<file path="config.mk">
export PLATFORM = sky130hd
export DESIGN_NAME = jpeg_frame_size_scanner
export DESIGN_NICKNAME = d
export VERILOG_FILES = /design/src/rtl/jfs_pkg.sv /design/src/rtl/jfs_scan_core.sv /design/src/rtl/jpeg_frame_size_scanner.sv
export SDC_FILE = /design/constraint.sdc
export NUM_CORES = 1
export LEC_CHECK = 0
export BUFFER_PORTS_ARGS = -buffer_cell sky130_fd_sc_hd__buf_2
export CORE_MARGIN = 1
export CORE_UTILIZATION = 59
export DETAILED_ROUTE_END_ITERATION = 8
export PLACE_DENSITY = 0.8
export SKIP_CTS_REPAIR_TIMING = 1
export SYNTH_ARGS = -nofsm -noshare
export SYNTH_HDL_FRONTEND = slang
export SYNTH_SLANG_ARGS = --single-unit
</file>
<file path="constraint.sdc">
create_clock -name clk -period 2.9 [get_ports clk]
set_clock_uncertainty 0.15 [all_clocks]
set_input_delay 0.435 -clock clk [delete_from_list [all_inputs] [get_ports clk]]
set_output_delay 0.435 -clock clk [all_outputs]
set_load 0.1 [all_outputs]
</file>
<file path="src/rtl/jfs_pkg.sv">
// jfs_pkg: beat types and marker codes for the jpeg frame size scanner
// used by jfs_scan_core and jpeg_frame_size_scanner; no dependencies
`default_nettype none

package jfs_pkg;

	typedef struct packed {
		logic [7:0] byte_value;
		logic       last_byte;
	} jfs_in_t;

	typedef struct packed {
		logic        found;
		logic [15:0] width;
		logic [15:0] height;
	} jfs_out_t;

	// per-byte status from the scan core
	typedef struct packed {
		logic res_valid;
		logic at_start;
	} jfs_stat_t;

	localparam logic [7:0] MARK_PREFIX = 8'hFF;
	localparam logic [7:0] MARK_SOI    = 8'hD8;
	localparam logic [7:0] SOF_FIRST   = 8'hC0;
	localparam logic [7:0] SOF_LAST    = 8'hCF;
	localparam logic [7:0] MARK_DHT    = 8'hC4;
	localparam logic [7:0] MARK_JPG    = 8'hC8;
	localparam logic [7:0] MARK_DAC    = 8'hCC;

	function automatic logic is_frame_code(input logic [7:0] code);
		return (code >= SOF_FIRST) && (code <= SOF_LAST) && (code != MARK_DHT)
			&& (code != MARK_JPG) && (code != MARK_DAC);
	endfunction

endpackage

`default_nettype wire

</file>
<file path="src/rtl/jfs_scan_core.sv">
// jfs_scan_core: segment walker, one byte per step, holds the parse state
// depends on jfs_pkg
`default_nettype none

module jfs_scan_core
	import jfs_pkg::*;
(
	input  wire logic      clk,
	input  wire logic      arst_n,
	input  wire logic      step,
	input  wire jfs_in_t   beat,
	output jfs_stat_t      stat,
	output jfs_out_t       res
);

	typedef enum logic [3:0] {
		PH_START0, PH_START1, PH_MARK_FF, PH_MARK_CODE, PH_LEN_HI, PH_LEN_LO,
		PH_SKIP, PH_FLEN_HI, PH_FLEN_LO, PH_PREC, PH_H_HI, PH_H_LO, PH_W_HI, PH_W_LO
	} phase_t;

	phase_t      phase_q, phase_d;
	logic [15:0] skip_q, skip_d;
	logic [7:0]  len_hi_q, len_hi_d;
	logic [15:0] height_q, height_d;
	logic [7:0]  width_hi_q, width_hi_d;
	logic        finished_q, finished_d;

	logic        fail, ok;
	logic [15:0] seg_len;

	assign seg_len = {len_hi_q, beat.byte_value};

	always_comb begin
		phase_d    = phase_q;
		skip_d     = skip_q;
		len_hi_d   = len_hi_q;
		height_d   = height_q;
		width_hi_d = width_hi_q;
		finished_d = finished_q;
		fail       = 1'b0;
		ok         = 1'b0;
		if (!finished_q) begin
			unique case (phase_q)
				PH_START0: begin
					if (beat.byte_value == MARK_PREFIX) phase_d = PH_START1;
					else fail = 1'b1;
				end
				PH_START1: begin
					if (beat.byte_value == MARK_SOI) phase_d = PH_MARK_FF;
					else fail = 1'b1;
				end
				PH_MARK_FF: begin
					if (beat.byte_value == MARK_PREFIX) phase_d = PH_MARK_CODE;
					else fail = 1'b1;
				end
				PH_MARK_CODE: begin
					phase_d = is_frame_code(beat.byte_value) ? PH_FLEN_HI : PH_LEN_HI;
				end
				PH_LEN_HI: begin
					len_hi_d = beat.byte_value;
					phase_d  = PH_LEN_LO;
				end
				PH_LEN_LO: begin
					if (seg_len < 16'd2) begin
						fail = 1'b1;
					end else begin
						skip_d  = seg_len - 16'd2;
						// length of two means an empty payload
						phase_d = (seg_len == 16'd2) ? PH_MARK_FF : PH_SKIP;
					end
				end
				PH_SKIP: begin
					skip_d = skip_q - 16'd1;
					if (skip_q == 16'd1) phase_d = PH_MARK_FF;
				end
				PH_FLEN_HI: phase_d = PH_FLEN_LO;
				PH_FLEN_LO: phase_d = PH_PREC;
				PH_PREC:    phase_d = PH_H_HI;
				PH_H_HI: begin
					height_d = {beat.byte_value, 8'd0};
					phase_d  = PH_H_LO;
				end
				PH_H_LO: begin
					height_d = height_q | {8'd0, beat.byte_value};
					phase_d  = PH_W_HI;
				end
				PH_W_HI: begin
					width_hi_d = beat.byte_value;
					phase_d    = PH_W_LO;
				end
				PH_W_LO: begin
					// width low byte on the last beat counts as not found
					if (beat.last_byte) fail = 1'b1;
					else ok = 1'b1;
				end
				default: fail = 1'b1;
			endcase
			if (beat.last_byte) fail = ~ok;
			if (fail || ok) finished_d = 1'b1;
		end
		if (beat.last_byte) begin
			phase_d    = PH_START0;
			skip_d     = '0;
			len_hi_d   = '0;
			height_d   = '0;
			width_hi_d = '0;
			finished_d = 1'b0;
		end
	end

	assign stat.res_valid = step && !finished_q && (fail || ok);
	assign stat.at_start  = (phase_q == PH_START0) && !finished_q;
	assign res.found      = ok;
	assign res.width      = ok ? {width_hi_q, beat.byte_value} : 16'd0;
	assign res.height     = ok ? height_q : 16'd0;

	always_ff @(posedge clk or negedge arst_n) begin
		if (!arst_n) begin
			phase_q    <= PH_START0;
			skip_q     <= '0;
			len_hi_q   <= '0;
			height_q   <= '0;
			width_hi_q <= '0;
			finished_q <= 1'b0;
		end else if (step) begin
			phase_q    <= phase_d;
			skip_q     <= skip_d;
			len_hi_q   <= len_hi_d;
			height_q   <= height_d;
			width_hi_q <= width_hi_d;
			finished_q <= finished_d;
		end
	end

endmodule

`default_nettype wire

</file>
<file path="src/rtl/jpeg_frame_size_scanner.sv">
// Scans a JPEG byte stream for the start-of-frame marker and reports the frame
// height and width once per file (found=0 on a bad start, a bad marker or end of
// file). One byte beat is taken every clock cycle unless back-pressure stalls
// the byte side; a byte is held in an input register, parsed against the segment
// state when it leaves that register, and its result, if any, lands in the output
// register. Back-pressure on the result side stalls the byte side only while the
// output register is full and not being taken.
// depends on jfs_pkg and jfs_scan_core
`default_nettype none

module jpeg_frame_size_scanner
	import jfs_pkg::*;
(
	input  wire logic    clk,
	input  wire logic    arst_n,
	input  wire logic    byte_valid,
	output logic         byte_ready,
	input  wire jfs_in_t byte_data,
	output logic         size_valid,
	input  wire logic    size_ready,
	output jfs_out_t     size_data
);

	logic      valid_s1;
	jfs_in_t   data_s1;
	logic      advance;
	jfs_stat_t stat;
	jfs_out_t  res;
	logic      size_valid_q;
	jfs_out_t  size_data_q;

	assign advance    = valid_s1 && (!size_valid_q || size_ready);
	assign byte_ready = !valid_s1 || advance;

	always_ff @(posedge clk or negedge arst_n) begin
		if (!arst_n) begin
			valid_s1 <= 1'b0;
		end else if (byte_valid && byte_ready) begin
			valid_s1 <= 1'b1;
		end else if (advance) begin
			valid_s1 <= 1'b0;
		end
	end

	always_ff @(posedge clk) begin
		if (byte_valid && byte_ready) begin
			data_s1 <= byte_data;
		end
	end

	jfs_scan_core u_core (
		.clk    (clk),
		.arst_n (arst_n),
		.step   (advance),
		.beat   (data_s1),
		.stat   (stat),
		.res    (res)
	);

	always_ff @(posedge clk or negedge arst_n) begin
		if (!arst_n) begin
			size_valid_q <= 1'b0;
		end else if (stat.res_valid) begin
			size_valid_q <= 1'b1;
		end else if (size_ready) begin
			size_valid_q <= 1'b0;
		end
	end

	always_ff @(posedge clk) begin
		if (stat.res_valid) begin
			size_data_q <= res;
		end
	end

	assign size_valid = size_valid_q;
	assign size_data  = size_data_q;

`ifndef SYNTH
	// a result never overwrites one still waiting
	a_no_overwrite: assert property (@(posedge clk) disable iff (!arst_n)
		stat.res_valid |-> (!size_valid_q || size_ready))
		else $error("result register overwritten");

	// a last-byte beat returns the parser to the start of a file
	a_last_resets: assert property (@(posedge clk) disable iff (!arst_n)
		(advance && data_s1.last_byte) |=> stat.at_start)
		else $error("parser not back at start after last byte");

	// not-found results carry zero size
	a_zero_size: assert property (@(posedge clk) disable iff (!arst_n)
		(size_valid_q && !size_data_q.found) |-> (size_data_q.width == 16'd0
			&& size_data_q.height == 16'd0))
		else $error("nonzero size on not-found result");

	// the byte side stalls only with a beat parked in the input register
	a_stall_cause: assert property (@(posedge clk) disable iff (!arst_n)
		!byte_ready |-> (valid_s1 && size_valid_q && !size_ready))
		else $error("byte side stalled without cause");
`endif

endmodule

`default_nettype wire

</file>
==> results of run 1 <==
==> how the worst max path moves through the flow <==
stage	slack (ns)	cells after the start	to	from
after floorplan	0.24	7	size_data[0]	data_s1[2]
after global placement	0.35	7	size_data[2]	data_s1[7]
after detailed placement	0.27	7	size_data[10]	data_s1[7]
after CTS	0.26	7	size_data[28]	data_s1[8]
after global routing	0.05	7	size_data[29]	data_s1[8]
final	0.24	7	size_data[2]	data_s1[7]
==> routing by layer <==
| metal | up-vias | part of all wire [%] | global-route usage [%] |
|---|---|---|---|
| li1 | 1801 | - | - |
| met5 | - | 0 | 0 |
| met4 | 0 | 2.3 | 13.59 |
| met2 | 202 | 45 | 41.91 |
| met1 | 1867 | 45 | 41.98 |
| met3 | 20 | 7.5 | 4.634 |
==> cell usage after synthesis, types with 5 or more instances <==
cell and instances:
nor2_1 40, o21ai_0 32, mux2i_1 17, nand4_1 5, and2_1 35, inv_1 13, nor3_1 10, nor4_1 7
buf_2 9, nor2b_1 5, nand3_1 14, nand2_1 55, nand2b_1 5, clkbuf_1 19, dfrtp_1 55, xor2_1 10
a31oi_1 7, edfxtp_1 42, a21oi_1 22
==> cell families after synthesis <==
group                    Yosys count  synth area share [%]
AO/OA/AOI/OAI                     97                 12.68
AND/OR/NAND/NOR                  207                 22.87
multiplexers                      17                 3.463
adder cells (fa/ha/maj)            4                 1.019
flip-flops                        97                 53.68
buffers and inverters             44                 3.973
XOR/XNOR                          13                 2.317
==> sequential cells by signal (all words and copies together) (netlist names) <==
name               count
size_data             33
u_core.skip_q         16
u_core.finished_q      1
size_valid             1
valid_s1               1
data_s1                9
u_core.height_q       16
u_core.len_hi_q        8
u_core.phase_q         4
u_core.width_hi_q      8
==> through the flow <==
stage	hold slack (ns)	utilization [%]	setup slack [ns]
finish	0.08351	69.56	0.2403
global route	0.07184	69.56	0.05046
CTS	-0.08572	69.43	0.2590
detailed placement	0.3047	67.04	0.2700
global placement	0.2961	67.04	0.3491
floorplan	-0.01059	-	0.2398
==> worst register-to-register path, cell delays in order (launching register included) <==
cell and delay [ns]:
edfxtp_1 0.57, nor4_4 0.47, nand4_1 0.18, nor2_1 0.16
a311o_1 0.18, o21ai_0 0.10, inv_1 0.09, buf_4 0.38
==> cell type report <==
type	instances	area (um2)	share of cell area, %
clock buffers	9	123.9	2.258
clock inverters	7	65.06	1.186
inverters	13	48.80	0.8894
multi-input cells	338	2087	38.04
flip-flops and latches	97	2639	48.10
well taps	102	127.6	2.326
repair buffers	68	395.4	7.206
==> report_power, final <==
group          switching [mW]  total [mW]  leakage [nW]  internal (mW)
clock network           0.523       0.853        0.0925          0.330
logic                    2.13        2.84          1.10          0.709
registers               0.378        2.25          1.13           1.88
total                    3.04        5.95          2.32           2.91
==> qor.csv, run 1 <==
metric,value,unit
status,finished clean,
most frequent cells in the layout,"nand2_1, dfrtp_1, buf_2",
critical path class,reg -> reg,
fin area,5487,um2
Syn Nets,496,
Yosys top cell by area,dfrtp_1,
fin nets,544,
clock-pin slew on the worst setup and hold paths,0.10,ns
syn avg cell area,10.26,um2
worst path cell trace,"nor4_4, nand4_1, nor2_1, a311o_1, o21ai_0, inv_1, buf_4",
measured slew at the worst slew-check pin,0.7955,ns
ys flop type,dfrtp_1,
total grt overflow,0,
placed cells,617,
CP required,2.78,ns
DRT antenna net count,0,
unrepaired setup endpoints after global routing,false,
clk_lat worst skew,0.38,ns
CP Max Fanout,33,
Hold Crit Class,in -> reg,
"Cell Area, Synth",4913,um2
Worst R2R Setup Slack,0.24,ns
die span in x,93.26,um
GRT Resource Usage Total,28.67,%
fin cells,634,
number of flops mapped to enable cells by yosys,42,
Leak,2.324,nW
CTS root buf,clkbuf_8,
slowest CP cell,edfxtp_1,
Die Area,8697,um2
max incr delay on CP,0.57,ns
FF-to-FF path depth,7,
Worst Path Buf+Inv,2,
vias,3890,
port bufs,47,
Tcrit/Tclk final,91.71,%
CP Capture Type,register,
first-pass iteration count of the detailed router,5,
Worst Path Arrival,2.54,ns
register area share after synthesis,53.68,%
number of global-route vias before repair,3631,
htree depth,3,
Final Total Pwr,5.950,mW
CTS tree,built,
# fillers,603,
Max Freq,376.0,MHz
Clock Tree Buf Depth,2,
share of cells above drive strength 1,18.42,%
Worst VDD drop,0.4461,mV
share of Yosys cell area claimed by the top area cell type,28.01,%
Starting Density,62.29,%
share of flip-flops with an asynchronous set or reset,56.70,%
Core Area,7888,um2
R2R Path Start,data_s1[7],
HP Start,byte_data[1],
first-pass GRT wire length,18570,um
CTS Sinks,97,
pin count of the biggest net entering global routing,34,
"Distinct cells, synth",62,
vias per cell,6.136,
Placer Congestion,0.9064,
Die Height,93.26,um
initial antenna violation count,0,
crit-path leading delay family,simple AND/OR/NAND/NOR gates,
dpl cell area,5288,um2
CTS Buf Count,9,
Final Hold Fails,0,
Hold Path End,data_s1[1],
ant diodes,0,
Hold Path Cell Cnt,1,
Final HPWL DP,8133,um
Relative slew margins,46.97,%
total power divided by cell area,1085,nW/um2
row count,32,
initial DRC count,421,
"FF+latch count, synth",97,
sum of negative setup slack,0,ns
max_cap viols,0,
Residual DRC,0,
Final setup viols,0,
area growth from synthesis to layout,11.66,%
Area contributors post-synth,"dfrtp_1, edfxtp_1, and2_1",
"commonest non-fill, non-tap cell in the layout",nand2_1,
IO Count,48,
DRT Wirelength,11590,um
WL/cell,18.28,um
Ys Warns,0,
cells after synthesis,479,
Startpoint Class,register,
Final Slew Violations,0,
Period minus WS final,2.660,ns
Reg2Reg Capture Point,size_data[2],
No activity file was read; power rests on OpenSTA's default activity.
==> run 2, diff against run 1 <==
- CORE_UTILIZATION: 59 -> 60
- CTS_BUF_LIST: unset -> sky130_fd_sc_hd__clkbuf_4 sky130_fd_sc_hd__clkbuf_8
- PLACE_DENSITY: 0.8 -> 0.81
- clock period: 2.9 -> 2.54 ns (I/O delays scaled with it)
==> run 2 against run 1 <==
Register-to-register slack worse by 0.16 ns. Combinational power is 22% higher. Total power is 20% higher. Worst setup slack worse by 0.16 ns. Largest power group unchanged. Non-clock buffer count is 13 higher. Critical path depth stayed put. Highest routed layer unchanged. Sequential share of layout area is 1.6 points lower. Wire length is 1.8% higher. Flip-flop and latch count stayed put. Maximum frequency is 8.1% higher. Largest cell class unchanged.
==> qor.csv, run 2 (same netlist as run 1, synthesis figures left out) <==
metric,value,unit
clk_lat worst skew,0.38,ns
clock-pin slew on the worst setup and hold paths,0.10,ns
area growth from synthesis to layout,15.53,%
IO Count,48,
post-layout util,72.71,%
Final HPWL DP,8235,um
vias per cell,6.278,
Relative slew margins,54.08,%
port bufs,47,
Final setup viols,0,
multi-input logic area,2123,um2
Starting Density,62.93,%
first-pass iteration count of the detailed router,5,
Worst Path Arrival,2.44,ns
ant diodes,0,
Clock Tree Buf Depth,2,
Period minus WS final,2.460,ns
sum of negative setup slack,0,ns
CP required,2.52,ns
vias,4062,
switching share of power,50.07,%
fin nets,557,
DRT antenna net count,0,
Clk network pwr share,15.5,%
DRT Wirelength,11800,um
max_cap viols,0,
most frequent cells in the layout,"nand2_1, dfrtp_1, buf_2",
GRT Resource Usage Total,29.42,%
# fillers,546,
CP Max Fanout,33,
WL/cell,18.23,um
total power divided by cell area,1254,nW/um2
dpl cell area,5389,um2
fin area,5677,um2
total grt overflow,0,
status,finished clean,
Core Area,7807,um2
Flop pwr share,35.8,%
CTS Buf Count,9,
row count,32,
cell internal pwr,3.553,mW
Residual DRC,0,
Tcrit/Tclk final,96.85,%
first-pass GRT wire length,18950,um
"commonest non-fill, non-tap cell in the layout",nand2_1,
initial DRC count,389,
CP Capture Type,register,
Die Height,92.50,um
CTS tree,built,
CTS root buf,clkbuf_8,
pin count of the biggest net entering global routing,43,
die span in x,92.50,um
share of cells above drive strength 1,21.65,%
Combinational Power Share,48.6,%
initial antenna violation count,0,
number of global-route vias before repair,3862,
Leak,2.418,nW
CTS Sinks,97,
Hold Crit Class,in -> reg,
Worst VDD drop,0.7248,mV
P_sw,3.564,mW
htree depth,3,
Die Area,8555,um2
Final Slew Violations,0,
Max Freq,406.5,MHz
Seq. cell area,2639,um2
Final Hold Fails,0,
DP Worst Slack,-0.01473,ns
Placer Congestion,0.9471,
Startpoint Class,register,
measured slew at the worst slew-check pin,0.6842,ns
number of flip-flops in the largest register,33,
critical path class,reg -> reg,
setup ws final,0.08013,ns
==> run 2: metrics by stage <==
step / instances / power (mW) / hold WS [ns]
final: 647 / 7.117 / 0.02170
after global routing: 647 / 7.434 / 0.01895
after CTS: 641 / 7.043 / -0.2458
after detailed placement: 625 / 5.945 / 0.1549
after global placement: 625 / 5.822 / 0.1502
after floorplan: 479 / 5.140 / -0.06459
==> run 2: power by group through the flow <==
| stage | Clock (mW) | Combinational (mW) | Sequential [mW] |
|---|---|---|---|
| 6_report | 1.11 | 3.46 | 2.55 |
| 3_3_place_gp | 0 | 3.29 | 2.53 |
| 4_1_cts | 1.11 | 3.40 | 2.53 |
| 2_1_floorplan | 0 | 1.54 | 3.60 |
| 5_1_grt | 1.16 | 3.67 | 2.60 |
| 3_5_place_dp | 0 | 3.38 | 2.57 |
==> run 2: final cells by class <==
cell class | count | share of cell area (%)
well taps | 102 | 2.248
clock inverters | 7 | 1.631
repair buffers | 81 | 9.125
inverters | 13 | 0.9257
flip-flops and latches | 97 | 46.48
clock buffers | 9 | 2.182
multi-input cells | 338 | 37.40
==> run 2: path summary, 6_finish.rpt <==
path                                       end  slack, ns  cells past startpoint                start
setup / recovery                 size_data[27]       0.08                      7           data_s1[2]
hold / removal                      data_s1[4]       0.02                      1         byte_data[4]
setup reg to reg                 size_data[27]       0.08                      7           data_s1[2]
hold reg to reg            u_core.height_q[15]       0.33                      2  u_core.height_q[15]
max in group asynchronous           size_valid       1.41                      3               arst_n
min in group asynchronous    u_core.skip_q[14]       0.28                      2               arst_n
==> run 2: worst max-delay path, stage by stage, from the launching register on <==
cell	delay, ns
edfxtp_1	0.42
or2_4	0.29
o41ai_4	0.30
a21oi_2	0.13
a311o_1	0.36
o21ai_2	0.22
clkinvlp_4	0.14
buf_12	0.18
==> run 2: per-layer routing <==
metal	GRT usage [%]	up-vias	routed length, um
met1	37.96	1938	4692
met5	0	-	0
met3	4.844	49	988
met4	16.28	0	476
li1	-	1833	-
met2	47.47	242	5641
==> run 3, diff against run 2 <==
- ABC_AREA: unset -> 1
==> run 3 against run 2 <==
Count of clock-buffer cells in the layout unchanged. Design area decreased by 1.2%. Sequential power decreased by 9.0%. Maximum frequency increased by 11%. Core utilization decreased by 4.1 points. Wire length increased by 3.3%. Sequential share of layout area increased by 0.55 points. Hold slack improved by 0.0013 ns. Die area increased by 2.2%. First-iteration DRC count decreased by 21%. Clock power about the same. Critical path type unchanged. Largest cell class unchanged.
==> qor.csv, run 3 <==
metric,value,unit
initial antenna violation count,0,
Max Freq,450.8,MHz
CP Capture Type,register,
Final setup viols,0,
port bufs,47,
post-layout util,68.60,%
initial DRC count,306,
measured slew at the worst slew-check pin,0.6907,ns
share of Yosys cell area claimed by the top area cell type,27.40,%
number of global-route vias before repair,3941,
"FF+latch count, synth",97,
first-pass GRT wire length,19460,um
Starting Density,61.45,%
CTS tree,built,
Die Height,93.50,um
Period minus WS final,2.218,ns
Worst Path Arrival,2.14,ns
most frequent cell after synthesis,nand2_1,
area growth from synthesis to layout,11.63,%
Relative slew margins,53.81,%
Final HPWL DP,9146,um
Clock Tree Buf Depth,2,
pin count of the biggest net entering global routing,34,
sum of negative setup slack,0,ns
ant diodes,0,
register area share after synthesis,52.50,%
critical path class,reg -> reg,
htree depth,3,
die span in x,93.50,um
fin nets,692,
number of flops mapped to enable cells by yosys,42,
commonest cells in the netlist,"nand2_1, nor2_1, inv_1",
setup ws final,0.3216,ns
Leak,2.633,nW
vias,4310,
Met3 Routed Length,744,um
Core Area,8175,um2
Ys Warns,0,
cells after synthesis,624,
vias per cell,5.490,
Worst VDD drop,0.7263,mV
ys flop type,dfrtp_1,
Final Hold Fails,0,
max_cap viols,0,
DP Worst Slack,0.3369,ns
row count,33,
most frequent cells in the layout,"nand2_1, nor2_1, inv_1",
clk_lat worst skew,0.38,ns
"Cell Area, Synth",5024,um2
GRT Resource Usage Total,29.67,%
"Distinct cells, synth",31,
CTS Buf Count,9,
syn avg cell area,8.051,um2
total power divided by cell area,1054,nW/um2
CTS Sinks,97,
DRT Wirelength,12190,um
WL met2,5566,um
Met1 Wirelength,5603,um
Hold Crit Class,in -> reg,
clock-pin slew on the worst setup and hold paths,0.10,ns
status,finished clean,
Syn Nets,641,
top sig layer,met4,
Final Slew Violations,0,
total grt overflow,0,
Placer Congestion,1.037,
share of cells above drive strength 1,15.44,%
CP Max Fanout,33,
unrepaired setup endpoints after global routing,false,
DRT antenna net count,0,
Die Area,8742,um2
WL/cell,15.52,um
CP required,2.46,ns
Area contributors post-synth,"dfrtp_1, edfxtp_1, nand2_1",
Yosys top cell by area,dfrtp_1,
CTS root buf,clkbuf_8,
hold_ws,0.02300,ns
Startpoint Class,register,
"commonest non-fill, non-tap cell in the layout",nand2_1,
first-pass iteration count of the detailed router,8,
share of flip-flops with an asynchronous set or reset,56.70,%
IO Count,48,
Residual DRC,0,
Tcrit/Tclk final,87.34,%
number of flip-flops in the largest register,33,
[run 3: path summary, 6_finish.rpt]
path / cells after the start / end / from / slack (ns)
worst max-delay path: 8 / size_data[4] / data_s1[5] / 0.32
worst min-delay path: 1 / data_s1[2] / byte_data[2] / 0.02
worst max register to register: 8 / size_data[4] / data_s1[5] / 0.32
worst min register to register: 2 / u_core.width_hi_q[3] / u_core.width_hi_q[3] / 0.35
max in group asynchronous: 3 / u_core.len_hi_q[7] / arst_n / 1.21
min in group asynchronous: 2 / u_core.skip_q[11] / arst_n / 0.37
[run 3: critical path, stage by stage, from the launching register on]
cell      delay (ns)
edfxtp_1        0.51
nor2_2          0.20
nand2_1         0.11
nor2_1          0.21
nand3_1         0.13
nand4_1         0.10
nand2_1         0.14
nor2_4          0.14
buf_12          0.21
[run 3: final cells by class]
| type | instances | area (um2) |
|---|---|---|
| clock buffers | 9 | 123.9 |
| clock inverters | 7 | 98.84 |
| fillers | 700 | 2567 |
| inverters | 88 | 330.3 |
| multi-input cells | 425 | 1983 |
| flip-flops and latches | 97 | 2638 |
| well taps | 105 | 131.4 |
| repair buffers | 54 | 302.8 |
[run 3: power by group]
part           internal [mW]  switching, mW  leakage (nW)
logic                  0.561           1.92          1.40
clock network          0.485          0.616         0.108
registers               2.06          0.267          1.13
total                   3.10           2.80          2.63
[run 3: through the flow]
stage	std cells	area, um2	power, mW
finish	785	5608	5.908
global route	785	5608	6.230
CTS	784	5598	5.894
detailed placement	768	5375	4.806
global placement	768	5375	4.721
floorplan	624	5036	4.271
[run 3: kinds of logic (layout without fill, tap and decap cells)]
kind of cell	Yosys count	count (layout)	synth area share (%)
xor gates and xnor gates	8	8	1.395
DFF	97	97	52.50
adders and majority gates	4	4	0.9963
buffers and inverters	102	158	8.269
AOI/OAI and AO/OA	64	64	7.223
and+or+nand+nor	349	349	29.61
[run 3: layer usage]
| metal | up-vias | global-route usage (%) |
|---|---|---|
| met2 | 204 | 44.73 |
| met4 | 0 | 11.67 |
| met5 | - | 0 |
| li1 | 2082 | - |
| met1 | 1998 | 42.71 |
| met3 | 26 | 5.285 |
